[src/sv/pac_pkg.sv]
`timescale 1ns / 1ps

package pac_pkg;

  // Fixed-point format and field widths
  localparam int FRAC_BITS = 16;
  localparam int VAL_W     = 32;                  // measured / target
  localparam int DT_W      = 18;                  // interval, Q2.16
  localparam int GAIN_W    = 24;                  // gains, Q8.16
  localparam int DRIVE_W   = 18;                  // drive, Q2.16
  localparam int ERR_W     = VAL_W + 1;           // error, Q17.16
  localparam int DIFF_W    = ERR_W + 1;           // error change
  localparam int ACC_W     = 48;                  // integral and derivative range
  localparam int QUO_W     = ERR_W + FRAC_BITS;   // derivative quotient
  localparam int DIV_CNT_W = $clog2(QUO_W);
  localparam int MUL_A_W   = 32;
  localparam int MUL_P_W   = MUL_A_W + GAIN_W;
  localparam int HALF_W    = ACC_W / 2;           // magnitude split for gain products
  localparam int HI_SH     = HALF_W - FRAC_BITS;
  localparam int TERM_EXP  = 52;                  // product terms saturate at 2^52
  localparam int TERM_W    = TERM_EXP + 2;
  localparam int SUM_W     = TERM_W + 2;

  localparam logic [ACC_W-2:0]    ACC_MAX_MAG  = '1;
  localparam logic [MUL_P_W-1:0]  HI_LIM       = MUL_P_W'(1) << (TERM_EXP - HI_SH);
  localparam logic [MUL_P_W-1:0]  TERM_LIM     = MUL_P_W'(1) << TERM_EXP;
  localparam logic signed [SUM_W-1:0] ONE_SUM  = SUM_W'(1) << FRAC_BITS;

  // Configuration register indexes
  localparam int CFG_IDX_W = 2;
  localparam logic [CFG_IDX_W-1:0] CFG_GAIN_P   = 2'd0;
  localparam logic [CFG_IDX_W-1:0] CFG_GAIN_I   = 2'd1;
  localparam logic [CFG_IDX_W-1:0] CFG_GAIN_D   = 2'd2;
  localparam logic [CFG_IDX_W-1:0] CFG_UNIPOLAR = 2'd3;

  localparam logic [GAIN_W-1:0] GAIN_P_RST = 24'd9830;
  localparam logic [GAIN_W-1:0] GAIN_I_RST = 24'd2621;
  localparam logic [GAIN_W-1:0] GAIN_D_RST = 24'd19661;

  // Shared multiplier operand selection
  typedef enum logic [1:0] {
    MUL_INT = 2'd0,   // |error| * interval
    MUL_LO  = 2'd1,   // low half of term magnitude * gain
    MUL_HI  = 2'd2    // high half of term magnitude * gain
  } mul_sel_e;

  // Which gain term is being formed
  typedef enum logic [1:0] {
    TERM_P = 2'd0,
    TERM_I = 2'd1,
    TERM_D = 2'd2
  } term_e;

  // Controller to datapath commands
  typedef struct packed {
    logic     load;
    logic     calc_err;
    logic     div_start;
    logic     mul_en;
    mul_sel_e mul_sel;
    term_e    term;
    logic     lo_save;
    logic     int_upd;
    logic     term_add;
    logic     finish;
  } cmd_t;

  // Datapath to controller status
  typedef struct packed {
    logic active;
    logic div_done;
  } status_t;

endpackage

[src/sv/pid_axis_controller.sv]
`timescale 1ns / 1ps
// Items are handled one at a time. An active item passes through error, divide,
// integral and the three gain terms; the 49-step restoring divider is most of it.
// A standby item skips the arithmetic. A new item is accepted only when idle.
// The result register frees the input side while a result waits to be taken.
// Reset (rst_ni low, async): stored error and integral cleared, gains and mode
// return to their defaults, no result pending.

module pid_axis_controller (
  input  logic                           clk_i,
  input  logic                           rst_ni,
  // tdata: measured[31:0], target[63:32], interval[81:64], zero pad [87:82]
  input  logic [87:0]                    s_axis_tdata_i,
  // tuser: active[0]
  input  logic                           s_axis_tuser_i,
  input  logic                           s_axis_tvalid_i,
  output logic                           s_axis_tready_o,
  // tdata: drive[17:0], zero pad [23:18]
  output logic [23:0]                    m_axis_tdata_o,
  // tuser: clamped[0]
  output logic                           m_axis_tuser_o,
  output logic                           m_axis_tvalid_o,
  input  logic                           m_axis_tready_i,
  // configuration writes
  input  logic                           cfg_valid_i,
  output logic                           cfg_ready_o,
  input  logic [pac_pkg::CFG_IDX_W-1:0]  cfg_index_i,
  input  logic [pac_pkg::GAIN_W-1:0]     cfg_data_i
);

  // Configuration registers
  logic [pac_pkg::GAIN_W-1:0] gain_p_q, gain_i_q, gain_d_q;
  logic                       unipolar_q;

  assign cfg_ready_o = 1'b1;

  always_ff @(posedge clk_i or negedge rst_ni) begin
    if (!rst_ni) begin
      gain_p_q   <= pac_pkg::GAIN_P_RST;
      gain_i_q   <= pac_pkg::GAIN_I_RST;
      gain_d_q   <= pac_pkg::GAIN_D_RST;
      unipolar_q <= 1'b1;
    end else if (cfg_valid_i) begin
      unique case (cfg_index_i)
        pac_pkg::CFG_GAIN_P:   gain_p_q   <= cfg_data_i;
        pac_pkg::CFG_GAIN_I:   gain_i_q   <= cfg_data_i;
        pac_pkg::CFG_GAIN_D:   gain_d_q   <= cfg_data_i;
        pac_pkg::CFG_UNIPOLAR: unipolar_q <= cfg_data_i[0];
        default: ;
      endcase
    end
  end

  // Result valid flag
  logic out_valid_q;
  logic out_free;
  pac_pkg::cmd_t    cmd;
  pac_pkg::status_t status;

  assign out_free = !out_valid_q || m_axis_tready_i;

  always_ff @(posedge clk_i or negedge rst_ni) begin
    if (!rst_ni) begin
      out_valid_q <= 1'b0;
    end else if (cmd.finish) begin
      out_valid_q <= 1'b1;
    end else if (m_axis_tready_i) begin
      out_valid_q <= 1'b0;
    end
  end

  pac_ctrl u_ctrl (
    .clk_i      (clk_i),
    .rst_ni     (rst_ni),
    .in_valid_i (s_axis_tvalid_i),
    .in_ready_o (s_axis_tready_o),
    .out_free_i (out_free),
    .status_i   (status),
    .cmd_o      (cmd)
  );

  logic signed [pac_pkg::DRIVE_W-1:0] drive;
  logic                               clamped;

  pac_dpath u_dpath (
    .clk_i      (clk_i),
    .rst_ni     (rst_ni),
    .cmd_i      (cmd),
    .status_o   (status),
    .measured_i (s_axis_tdata_i[31:0]),
    .target_i   (s_axis_tdata_i[63:32]),
    .interval_i (s_axis_tdata_i[81:64]),
    .active_i   (s_axis_tuser_i),
    .gain_p_i   (gain_p_q),
    .gain_i_i   (gain_i_q),
    .gain_d_i   (gain_d_q),
    .unipolar_i (unipolar_q),
    .drive_o    (drive),
    .clamped_o  (clamped)
  );

  assign m_axis_tvalid_o = out_valid_q;
  assign m_axis_tdata_o  = {{(24 - pac_pkg::DRIVE_W){1'b0}}, drive};
  assign m_axis_tuser_o  = clamped;

endmodule

[src/sv/pac_div.sv]
`timescale 1ns / 1ps

// Restoring divider, one quotient bit per cycle
module pac_div (
  input  logic                          clk_i,
  input  logic                          rst_ni,
  input  logic                          start_i,
  input  logic [pac_pkg::QUO_W-1:0]     dividend_i,
  input  logic [pac_pkg::DT_W-1:0]      divisor_i,
  output logic                          done_o,
  output logic [pac_pkg::QUO_W-1:0]     quotient_o
);

  logic                              busy_q, busy_d;
  logic                              done_q, done_d;
  logic [pac_pkg::DIV_CNT_W-1:0]     cnt_q, cnt_d;
  logic [pac_pkg::QUO_W-1:0]         quo_q, quo_d;
  logic [pac_pkg::DT_W-1:0]          rem_q, rem_d;
  logic [pac_pkg::DT_W-1:0]          dsr_q, dsr_d;
  logic [pac_pkg::DT_W:0]            rem_sh;
  logic                              fits;

  // Trial subtract of the shifted remainder
  assign rem_sh = {rem_q, quo_q[pac_pkg::QUO_W-1]};
  assign fits   = rem_sh >= {1'b0, dsr_q};

  always_comb begin
    busy_d = busy_q;
    done_d = done_q;
    cnt_d  = cnt_q;
    quo_d  = quo_q;
    rem_d  = rem_q;
    dsr_d  = dsr_q;
    if (start_i) begin
      busy_d = 1'b1;
      done_d = 1'b0;
      cnt_d  = '0;
      quo_d  = dividend_i;
      rem_d  = '0;
      dsr_d  = divisor_i;
    end else if (busy_q) begin
      rem_d = fits ? pac_pkg::DT_W'(rem_sh - {1'b0, dsr_q}) : rem_sh[pac_pkg::DT_W-1:0];
      quo_d = {quo_q[pac_pkg::QUO_W-2:0], fits};
      cnt_d = cnt_q + 1'b1;
      if (cnt_q == pac_pkg::DIV_CNT_W'(pac_pkg::QUO_W - 1)) begin
        busy_d = 1'b0;
        done_d = 1'b1;
      end
    end
  end

  always_ff @(posedge clk_i or negedge rst_ni) begin
    if (!rst_ni) begin
      busy_q <= 1'b0;
      done_q <= 1'b0;
      cnt_q  <= '0;
    end else begin
      busy_q <= busy_d;
      done_q <= done_d;
      cnt_q  <= cnt_d;
    end
  end

  always_ff @(posedge clk_i) begin
    quo_q <= quo_d;
    rem_q <= rem_d;
    dsr_q <= dsr_d;
  end

  assign done_o     = done_q;
  assign quotient_o = quo_q;

endmodule

[src/sv/pac_dpath.sv]
`timescale 1ns / 1ps

// PID datapath: error, divider, shared multiplier, integral, sum and clamp
module pac_dpath (
  input  logic                                clk_i,
  input  logic                                rst_ni,
  input  pac_pkg::cmd_t                       cmd_i,
  output pac_pkg::status_t                    status_o,
  input  logic signed [pac_pkg::VAL_W-1:0]    measured_i,
  input  logic signed [pac_pkg::VAL_W-1:0]    target_i,
  input  logic [pac_pkg::DT_W-1:0]            interval_i,
  input  logic                                active_i,
  input  logic [pac_pkg::GAIN_W-1:0]          gain_p_i,
  input  logic [pac_pkg::GAIN_W-1:0]          gain_i_i,
  input  logic [pac_pkg::GAIN_W-1:0]          gain_d_i,
  input  logic                                unipolar_i,
  output logic signed [pac_pkg::DRIVE_W-1:0]  drive_o,
  output logic                                clamped_o
);

  // Item registers
  logic signed [pac_pkg::VAL_W-1:0]   meas_q, targ_q;
  logic [pac_pkg::DT_W-1:0]           dt_q;
  logic                               active_q;

  // Per-item working registers
  logic [pac_pkg::VAL_W-1:0]          err_mag_q;
  logic                               err_neg_q;
  logic signed [pac_pkg::ERR_W-1:0]   err_q;
  logic [pac_pkg::ERR_W-1:0]          diff_mag_q;
  logic                               diff_neg_q;
  logic [pac_pkg::MUL_P_W-1:0]        prod_q;
  logic [pac_pkg::MUL_P_W-1:0]        lo_q;
  logic signed [pac_pkg::SUM_W-1:0]   sum_q;
  logic                               sat_q;
  logic signed [pac_pkg::DRIVE_W-1:0] drive_q;
  logic                               clamped_q;

  // State carried between items
  logic signed [pac_pkg::ERR_W-1:0]   prev_err_q;
  logic signed [pac_pkg::ACC_W-1:0]   integ_q;

  // Error and change of error
  logic signed [pac_pkg::ERR_W-1:0]   err_d;
  logic signed [pac_pkg::DIFF_W-1:0]  diff_d;
  logic signed [pac_pkg::ERR_W-1:0]   err_abs;
  logic signed [pac_pkg::DIFF_W-1:0]  diff_abs;

  assign err_d    = {targ_q[pac_pkg::VAL_W-1], targ_q} - {meas_q[pac_pkg::VAL_W-1], meas_q};
  assign diff_d   = {err_d[pac_pkg::ERR_W-1], err_d}
                  - {prev_err_q[pac_pkg::ERR_W-1], prev_err_q};
  assign err_abs  = err_d[pac_pkg::ERR_W-1] ? -err_d : err_d;
  assign diff_abs = diff_d[pac_pkg::DIFF_W-1] ? -diff_d : diff_d;

  // Derivative magnitude from the divider, saturated, zero for zero interval
  logic                               div_done;
  logic [pac_pkg::QUO_W-1:0]          quotient;
  logic [pac_pkg::ACC_W-2:0]          deriv_mag;

  pac_div u_div (
    .clk_i      (clk_i),
    .rst_ni     (rst_ni),
    .start_i    (cmd_i.div_start),
    .dividend_i ({diff_mag_q, {pac_pkg::FRAC_BITS{1'b0}}}),
    .divisor_i  (dt_q),
    .done_o     (div_done),
    .quotient_o (quotient)
  );

  always_comb begin
    if (dt_q == '0) begin
      deriv_mag = '0;
    end else if (quotient[pac_pkg::QUO_W-1:pac_pkg::ACC_W-1] != '0) begin
      deriv_mag = pac_pkg::ACC_MAX_MAG;
    end else begin
      deriv_mag = quotient[pac_pkg::ACC_W-2:0];
    end
  end

  // Magnitude, sign and gain of the selected term
  logic [pac_pkg::ACC_W-1:0]          integ_mag;
  logic [pac_pkg::ACC_W-1:0]          tmag;
  logic                               tneg;
  logic [pac_pkg::GAIN_W-1:0]         tgain;

  assign integ_mag = integ_q[pac_pkg::ACC_W-1] ? pac_pkg::ACC_W'(-integ_q)
                                               : pac_pkg::ACC_W'(integ_q);

  always_comb begin
    case (cmd_i.term)
      pac_pkg::TERM_P: begin
        tmag  = pac_pkg::ACC_W'(err_mag_q);
        tneg  = err_neg_q;
        tgain = gain_p_i;
      end
      pac_pkg::TERM_I: begin
        tmag  = integ_mag;
        tneg  = integ_q[pac_pkg::ACC_W-1];
        tgain = gain_i_i;
      end
      pac_pkg::TERM_D: begin
        tmag  = {1'b0, deriv_mag};
        tneg  = diff_neg_q;
        tgain = gain_d_i;
      end
      default: begin
        tmag  = '0;
        tneg  = 1'b0;
        tgain = '0;
      end
    endcase
  end

  // Shared multiplier operands
  logic [pac_pkg::MUL_A_W-1:0]        mul_a;
  logic [pac_pkg::GAIN_W-1:0]         mul_b;
  logic [pac_pkg::MUL_P_W-1:0]        mul_p;

  always_comb begin
    case (cmd_i.mul_sel)
      pac_pkg::MUL_INT: begin
        mul_a = err_mag_q;
        mul_b = pac_pkg::GAIN_W'(dt_q);
      end
      pac_pkg::MUL_LO: begin
        mul_a = pac_pkg::MUL_A_W'(tmag[pac_pkg::HALF_W-1:0]);
        mul_b = tgain;
      end
      pac_pkg::MUL_HI: begin
        mul_a = pac_pkg::MUL_A_W'(tmag[pac_pkg::ACC_W-1:pac_pkg::HALF_W]);
        mul_b = tgain;
      end
      default: begin
        mul_a = '0;
        mul_b = '0;
      end
    endcase
  end

  assign mul_p = mul_a * mul_b;

  // Integral update with saturation
  localparam int ISUM_W = pac_pkg::ACC_W + 2;
  logic [pac_pkg::MUL_P_W-pac_pkg::FRAC_BITS-1:0] pm;
  logic signed [ISUM_W-1:0]           pm_s;
  logic signed [ISUM_W-1:0]           isum;
  logic signed [pac_pkg::ACC_W-1:0]   integ_sat;
  logic                               integ_ovf;

  assign pm   = prod_q[pac_pkg::MUL_P_W-1:pac_pkg::FRAC_BITS];
  assign pm_s = err_neg_q ? -ISUM_W'(pm) : ISUM_W'(pm);
  assign isum = ISUM_W'(integ_q) + pm_s;

  always_comb begin
    integ_ovf = 1'b0;
    integ_sat = isum[pac_pkg::ACC_W-1:0];
    if (isum[ISUM_W-1:pac_pkg::ACC_W-1] != '0 && isum[ISUM_W-1:pac_pkg::ACC_W-1] != '1) begin
      integ_ovf = 1'b1;
      integ_sat = isum[ISUM_W-1] ? {1'b1, {(pac_pkg::ACC_W-1){1'b0}}}
                                 : {1'b0, pac_pkg::ACC_MAX_MAG};
    end
  end

  // Gain term from the high and low partial products
  logic [pac_pkg::MUL_P_W-1:0]        term_r;
  logic [pac_pkg::MUL_P_W-1:0]        term_mag;
  logic signed [pac_pkg::SUM_W-1:0]   term_s;

  assign term_r = (prod_q << pac_pkg::HI_SH) + (lo_q >> pac_pkg::FRAC_BITS);

  always_comb begin
    if (prod_q >= pac_pkg::HI_LIM || term_r > pac_pkg::TERM_LIM) begin
      term_mag = pac_pkg::TERM_LIM;
    end else begin
      term_mag = term_r;
    end
    term_s = tneg ? -pac_pkg::SUM_W'(term_mag) : pac_pkg::SUM_W'(term_mag);
  end

  // Output clamp
  logic signed [pac_pkg::SUM_W-1:0]   lower;
  logic signed [pac_pkg::SUM_W-1:0]   sum_clamp;
  logic                               out_sat;

  assign lower = unipolar_i ? '0 : -pac_pkg::ONE_SUM;

  always_comb begin
    out_sat   = 1'b0;
    sum_clamp = sum_q;
    if (sum_q > pac_pkg::ONE_SUM) begin
      sum_clamp = pac_pkg::ONE_SUM;
      out_sat   = 1'b1;
    end else if (sum_q < lower) begin
      sum_clamp = lower;
      out_sat   = 1'b1;
    end
  end

  // Control-side registers and carried state
  always_ff @(posedge clk_i or negedge rst_ni) begin
    if (!rst_ni) begin
      active_q   <= 1'b0;
      prev_err_q <= '0;
      integ_q    <= '0;
    end else begin
      if (cmd_i.load) begin
        active_q <= active_i;
      end
      if (cmd_i.int_upd) begin
        integ_q <= integ_sat;
      end
      if (cmd_i.finish) begin
        if (active_q) begin
          prev_err_q <= err_q;
        end else begin
          prev_err_q <= '0;
          integ_q    <= '0;
        end
      end
    end
  end

  // Payload registers
  always_ff @(posedge clk_i) begin
    if (cmd_i.load) begin
      meas_q <= measured_i;
      targ_q <= target_i;
      dt_q   <= interval_i;
    end
    if (cmd_i.calc_err) begin
      err_q      <= err_d;
      err_mag_q  <= err_abs[pac_pkg::VAL_W-1:0];
      err_neg_q  <= err_d[pac_pkg::ERR_W-1];
      diff_mag_q <= diff_abs[pac_pkg::ERR_W-1:0];
      diff_neg_q <= diff_d[pac_pkg::DIFF_W-1];
      sum_q      <= '0;
      sat_q      <= 1'b0;
    end
    if (cmd_i.mul_en) begin
      prod_q <= mul_p;
    end
    if (cmd_i.lo_save) begin
      lo_q <= prod_q;
    end
    if (cmd_i.int_upd && integ_ovf) begin
      sat_q <= 1'b1;
    end
    if (cmd_i.term_add) begin
      sum_q <= sum_q + term_s;
    end
    if (cmd_i.finish) begin
      if (active_q) begin
        drive_q   <= sum_clamp[pac_pkg::DRIVE_W-1:0];
        clamped_q <= sat_q | out_sat;
      end else begin
        drive_q   <= '0;
        clamped_q <= 1'b0;
      end
    end
  end

  assign status_o.active   = active_q;
  assign status_o.div_done = div_done;
  assign drive_o           = drive_q;
  assign clamped_o         = clamped_q;

endmodule

[src/sv/pac_ctrl.sv]
`timescale 1ns / 1ps

// Sequencer for one item: error, divide, integral, three gain terms, clamp
module pac_ctrl (
  input  logic               clk_i,
  input  logic               rst_ni,
  input  logic               in_valid_i,
  output logic               in_ready_o,
  input  logic               out_free_i,
  input  pac_pkg::status_t   status_i,
  output pac_pkg::cmd_t      cmd_o
);

  localparam logic [3:0] S_IDLE = 4'd0;
  localparam logic [3:0] S_ERR  = 4'd1;
  localparam logic [3:0] S_DIV  = 4'd2;
  localparam logic [3:0] S_WAIT = 4'd3;
  localparam logic [3:0] S_MULI = 4'd4;
  localparam logic [3:0] S_INTG = 4'd5;
  localparam logic [3:0] S_LO   = 4'd6;
  localparam logic [3:0] S_HI   = 4'd7;
  localparam logic [3:0] S_ADD  = 4'd8;
  localparam logic [3:0] S_FIN  = 4'd9;

  logic [3:0]     state_q, state_d;
  pac_pkg::term_e term_q, term_d;

  always_comb begin
    state_d       = state_q;
    term_d        = term_q;
    cmd_o         = '0;
    cmd_o.mul_sel = pac_pkg::MUL_INT;
    cmd_o.term    = term_q;
    in_ready_o    = 1'b0;
    unique case (state_q)
      S_IDLE: begin
        in_ready_o = 1'b1;
        if (in_valid_i) begin
          cmd_o.load = 1'b1;
          state_d    = S_ERR;
        end
      end
      S_ERR: begin
        // standby items skip all arithmetic
        if (status_i.active) begin
          cmd_o.calc_err = 1'b1;
          state_d        = S_DIV;
        end else begin
          state_d = S_FIN;
        end
      end
      S_DIV: begin
        cmd_o.div_start = 1'b1;
        state_d         = S_WAIT;
      end
      S_WAIT: begin
        if (status_i.div_done) begin
          state_d = S_MULI;
        end
      end
      S_MULI: begin
        cmd_o.mul_en  = 1'b1;
        cmd_o.mul_sel = pac_pkg::MUL_INT;
        state_d       = S_INTG;
      end
      S_INTG: begin
        cmd_o.int_upd = 1'b1;
        term_d        = pac_pkg::TERM_P;
        state_d       = S_LO;
      end
      S_LO: begin
        cmd_o.mul_en  = 1'b1;
        cmd_o.mul_sel = pac_pkg::MUL_LO;
        state_d       = S_HI;
      end
      S_HI: begin
        cmd_o.mul_en  = 1'b1;
        cmd_o.mul_sel = pac_pkg::MUL_HI;
        cmd_o.lo_save = 1'b1;
        state_d       = S_ADD;
      end
      S_ADD: begin
        cmd_o.term_add = 1'b1;
        unique case (term_q)
          pac_pkg::TERM_P: begin
            term_d  = pac_pkg::TERM_I;
            state_d = S_LO;
          end
          pac_pkg::TERM_I: begin
            term_d  = pac_pkg::TERM_D;
            state_d = S_LO;
          end
          default: begin
            state_d = S_FIN;
          end
        endcase
      end
      S_FIN: begin
        // result register must be free or draining this cycle
        if (out_free_i) begin
          cmd_o.finish = 1'b1;
          state_d      = S_IDLE;
        end
      end
      default: begin
        state_d = S_IDLE;
      end
    endcase
  end

  always_ff @(posedge clk_i or negedge rst_ni) begin
    if (!rst_ni) begin
      state_q <= S_IDLE;
      term_q  <= pac_pkg::TERM_P;
    end else begin
      state_q <= state_d;
      term_q  <= term_d;
    end
  end

endmodule
[config.mk]
export PLATFORM = sky130hd
export DESIGN_NAME = pid_axis_controller
export DESIGN_NICKNAME = d
export VERILOG_FILES = /design/src/sv/pac_pkg.sv /design/src/sv/pid_axis_controller.sv /design/src/sv/pac_div.sv /design/src/sv/pac_dpath.sv /design/src/sv/pac_ctrl.sv
export SDC_FILE = /design/constraint.sdc
export NUM_CORES = 2
export LEC_CHECK = 0
export ABC_CLOCK_PERIOD_IN_PS = 22500
export BUFFER_PORTS_ARGS = -buffer_cell sky130_fd_sc_hd__buf_2
export CORE_MARGIN = 8
export CORE_UTILIZATION = 69
export DETAILED_ROUTE_END_ITERATION = 6
export PLACE_DENSITY = 0.88
export REMOVE_ABC_BUFFERS = 1
export SLEW_MARGIN = 30
export SYNTH_ARGS = -nofsm -noshare
export SYNTH_HDL_FRONTEND = slang
export SYNTH_SLANG_ARGS = --single-unit
[constraint.sdc]
create_clock -name clk_i -period 22.5 [get_ports clk_i]
set_input_delay 4.5 -clock clk_i [delete_from_list [all_inputs] [get_ports clk_i]]
set_output_delay 4.5 -clock clk_i [all_outputs]
set_load 0.01 [all_outputs]
==> impl_metrics.csv <==
group,metric,value,unit
hold_path,hold_class,"flip-flop to flip-flop",
global_routing,grt_max_degree,82,
placed_design,gp_congestion,0.9743,
setup_path,end_kind,"flip-flop",
drt,vias,55290,
floorplanning,die-width,324.6,µm
timing,finalHoldViolCount,0,
cells_and_area,nNetsFinal,8505,
flow_run,drv_cap,0,
setup_path,endpoint,"u_dpath.prod_q[54]",
clock_tree,cts_tree,"yes",
timing,maxSlewViolCount,0,
setup_path,cp-startpoint,"u_dpath.integ_q[2]",
timing,setup_violations,0,
setup_path,worstRegToRegCells,37,
timing,rsz0062_at_grt,"no",
timing,fin_tns_setup,0,ns
synthesis,avgSynthCellArea,9.011,µm²
global_routing,antenna_found_initial,5,
hold_path,min_from,"u_dpath.err_q[24]",
outcome,violations,"design-rule violations",
drt,drc,4,
clock_tree,clk_transition_reported_paths,0.06,ns
clock_tree,cts_resized,0,
global_routing,gr-max-usage-layer,"met2",
setup_path,critPathMaxFanout,11,
cells_and_area,final_layout_size_suffix_gt1_frac,0.07673,
clock_tree,cts_root_buf,"clkbuf_16",
global_routing,overflow,0,
global_routing,use_met2,0.5819,
placed_design,dp_hpwl,144400,µm
setup_path,worst_path_max_delay_cell,"nor2_1",
timing,relSlewSlack,0.3102,
synthesis,mappedNetlistArea,0.06571,mm²
setup_path,r2r_setup_slack,9.77,ns
setup_path,critPathRequiredTime,22.88,ns
drt,postRouteAntennaNets,0,
clock_tree,numCtsBuffers,68,
clock_tree,clkLatencyLatePin,0.66,ns
setup_path,worstReg2RegEnd,"u_dpath.prod_q[54]",
floorplanning,start_util,0.6937,
setup_path,cp_common_cell,"fa_1",
setup_path,worstSetupPathType,"flip-flop to flip-flop",
clock_tree,ctsLongestPathBuffers,3,
clock_tree,cts_sinks,607,
floorplanning,num_rows,113,
synthesis,ys_seq_area_frac,0.2596,
setup_path,r2r_start,"u_dpath.integ_q[2]",
drt,routed_wl,191400,µm
synthesis,async_flop_share,0.2801,
synthesis,synth-main-ff-cell,"edfxtp_1",
cells_and_area,layout_common_cells,"inv_1, nand2_1, nor2_1, fa_1, ha_1",
timing,min_period_over_period,0.5658,
cells_and_area,final_cell_area,0.06981,mm²
clock_tree,htreeDepth,3,
synthesis,ys_warn_count,0,
synthesis,ys_ff_latch,607,
timing,fin_crit,12.73,ns
floorplanning,die-area,0.1054,mm²
global_routing,grt_use_met1,0.4355,
drt,wl_per_cell,22.29,µm
cells_and_area,mostFrequentLayoutCell,"inv_1",
setup_path,startpoint_type,"flip-flop",
timing,fin_skew,0.03579,ns
clock_tree,cts_hold_buf,0,
synthesis,synth_cell_type_count,100,
placed_design,port_buffers,134,
floorplanning,coreArea,0.09473,mm²
global_routing,grt_pass1_wl,302100,µm
global_routing,use_met3,0.07454,
placed_design,placed_area,0.06752,mm²
synthesis,synth_edf_count,402,
outcome,status,"finished, violations left",
global_routing,track_usage,0.3547,
timing,max_freq,78.55,MHz
setup_path,crit_path_max_incr_delay,0.79,ns
drt,first_iter_violations,6088,
timing,tightest_slew,1.031,ns
clock_tree,post_cts_buffers,0,
cells_and_area,syn_to_final_growth,6.240,%
floorplanning,ioPinCount,148,
drt,viasPerCell,6.437,
synthesis,syn_inst,7292,
drt,first_pass_iters,7,
global_routing,grt_pass1_vias,56440,
setup_path,arrival,13.11,ns
floorplanning,die_h,324.6,µm
worst min path at each step:
stage                              to  cells after the start  slack, ns
2_1_floorplan  u_dpath.u_div.dsr_q[8]                      0       0.44
5_1_grt        u_dpath.prev_err_q[24]                      2       0.50
6_report       u_dpath.prev_err_q[24]                      2       0.48
3_3_place_gp   u_dpath.prev_err_q[25]                      2       0.46
4_1_cts        u_dpath.prev_err_q[10]                      2       0.49
3_5_place_dp   u_dpath.prev_err_q[14]                      2       0.47
layer usage:
layer | part of all wire | vias to the layer above
li1 | - | 24420
met1 | 0.37 | 26850
met2 | 0.47 | 3196
met3 | 0.099 | 821
met5 | 0.00017 | -
met4 | 0.068 | 4
Yosys cell counts, drive strengths merged (22+ instances only):
cell type | n | area [µm²]
dfrtp | 147 | 3679
mux2i | 53 | 530.5
mux2 | 77 | 867.1
a21o | 138 | 1036
nand3 | 115 | 580.6
nor4 | 47 | 309.0
clkbuf | 294 | 1104
o221a | 47 | 529.3
edfxtp | 402 | 12070
a31oi | 28 | 175.2
a211oi | 32 | 240.2
xor2 | 161 | 1429
nand2 | 846 | 3176
o41ai | 22 | 192.7
nor3 | 121 | 610.6
nor2 | 692 | 2597
a22o | 22 | 192.7
o21ai | 341 | 1707
ha | 451 | 5643
nor2b | 66 | 412.9
and2 | 89 | 556.8
fa | 664 | 13290
a21oi | 320 | 1613
o31ai | 57 | 427.9
or3 | 47 | 299.0
o21a | 71 | 540.5
dfstp | 23 | 604.3
o21bai | 30 | 225.2
inv | 1010 | 3791
or2 | 50 | 312.8
nand2b | 73 | 456.7
xnor2 | 226 | 1979
dfxtp | 35 | 700.7
and3 | 31 | 198.9
o22ai | 52 | 325.3
nand4 | 49 | 306.5
buf | 48 | 281.5
critical path, delay by kind of cell (launching register included):
| kind | cells | cell delay (ns) |
|---|---|---|
| fa+ha+maj | 8 | 3.97 |
| xor+xnor | 2 | 0.32 |
| simple gates | 8 | 3.42 |
| compound gates | 13 | 3.76 |
| buf+inv | 6 | 0.52 |
| flops | 1 | 0.48 |
final cells by class:
cell class | instances | area [µm²]
multi-input combinational | 5338 | 43610
inverter | 1010 | 3794
timing repair buffer | 245 | 1518
clock buffer | 87 | 1824
sequential | 607 | 17060
clock inverter | 37 | 421.7
tap | 1265 | 1583
antenna | 1 | 2.502
fill | 6667 | 24920
flip-flops by register name (all words and copies together), names as in the netlist, 33 cells and up:
signal	flops
u_dpath.diff_mag_q	33
u_dpath.integ_q	48
u_dpath.prev_err_q	33
u_dpath.sum_q	56
u_dpath.prod_q	56
u_dpath.lo_q	40
u_dpath.u_div.quotient_o	49
u_dpath.err_q	33
kinds of logic (layout without fill, tap and decap cells):
logic type | after synthesis | count (layout) | synth area share
buffers and inverters | 1352 | 1379 | 0.07877
DFF | 607 | 607 | 0.2596
adders and majority gates | 1115 | 1115 | 0.2882
muxes | 130 | 130 | 0.02127
and+or+nand+nor | 2317 | 2317 | 0.1609
AOI/OAI and AO/OA | 1382 | 1382 | 0.1394
xor gates and xnor gates | 387 | 387 | 0.05187
other | 2 | 8 | 0.0001143
metrics by stage:
step / setup WS (ns) / hold slack, ns / util / instances
finish: 9.770 / 0.4829 / 0.7369 / 8590
global route: 9.253 / 0.4977 / 0.7369 / 8589
CTS: 10.00 / 0.4909 / 0.7365 / 8588
detailed placement: 10.12 / 0.4748 / 0.7128 / 8464
global placement: 10.58 / 0.4594 / 0.7127 / 8464
floorplan: 9.699 / 0.4411 / - / 6955
Power is left out: the tool's default activity adds up to more than one toggle a clock period on the data nets, which glitch-free logic cannot reach.
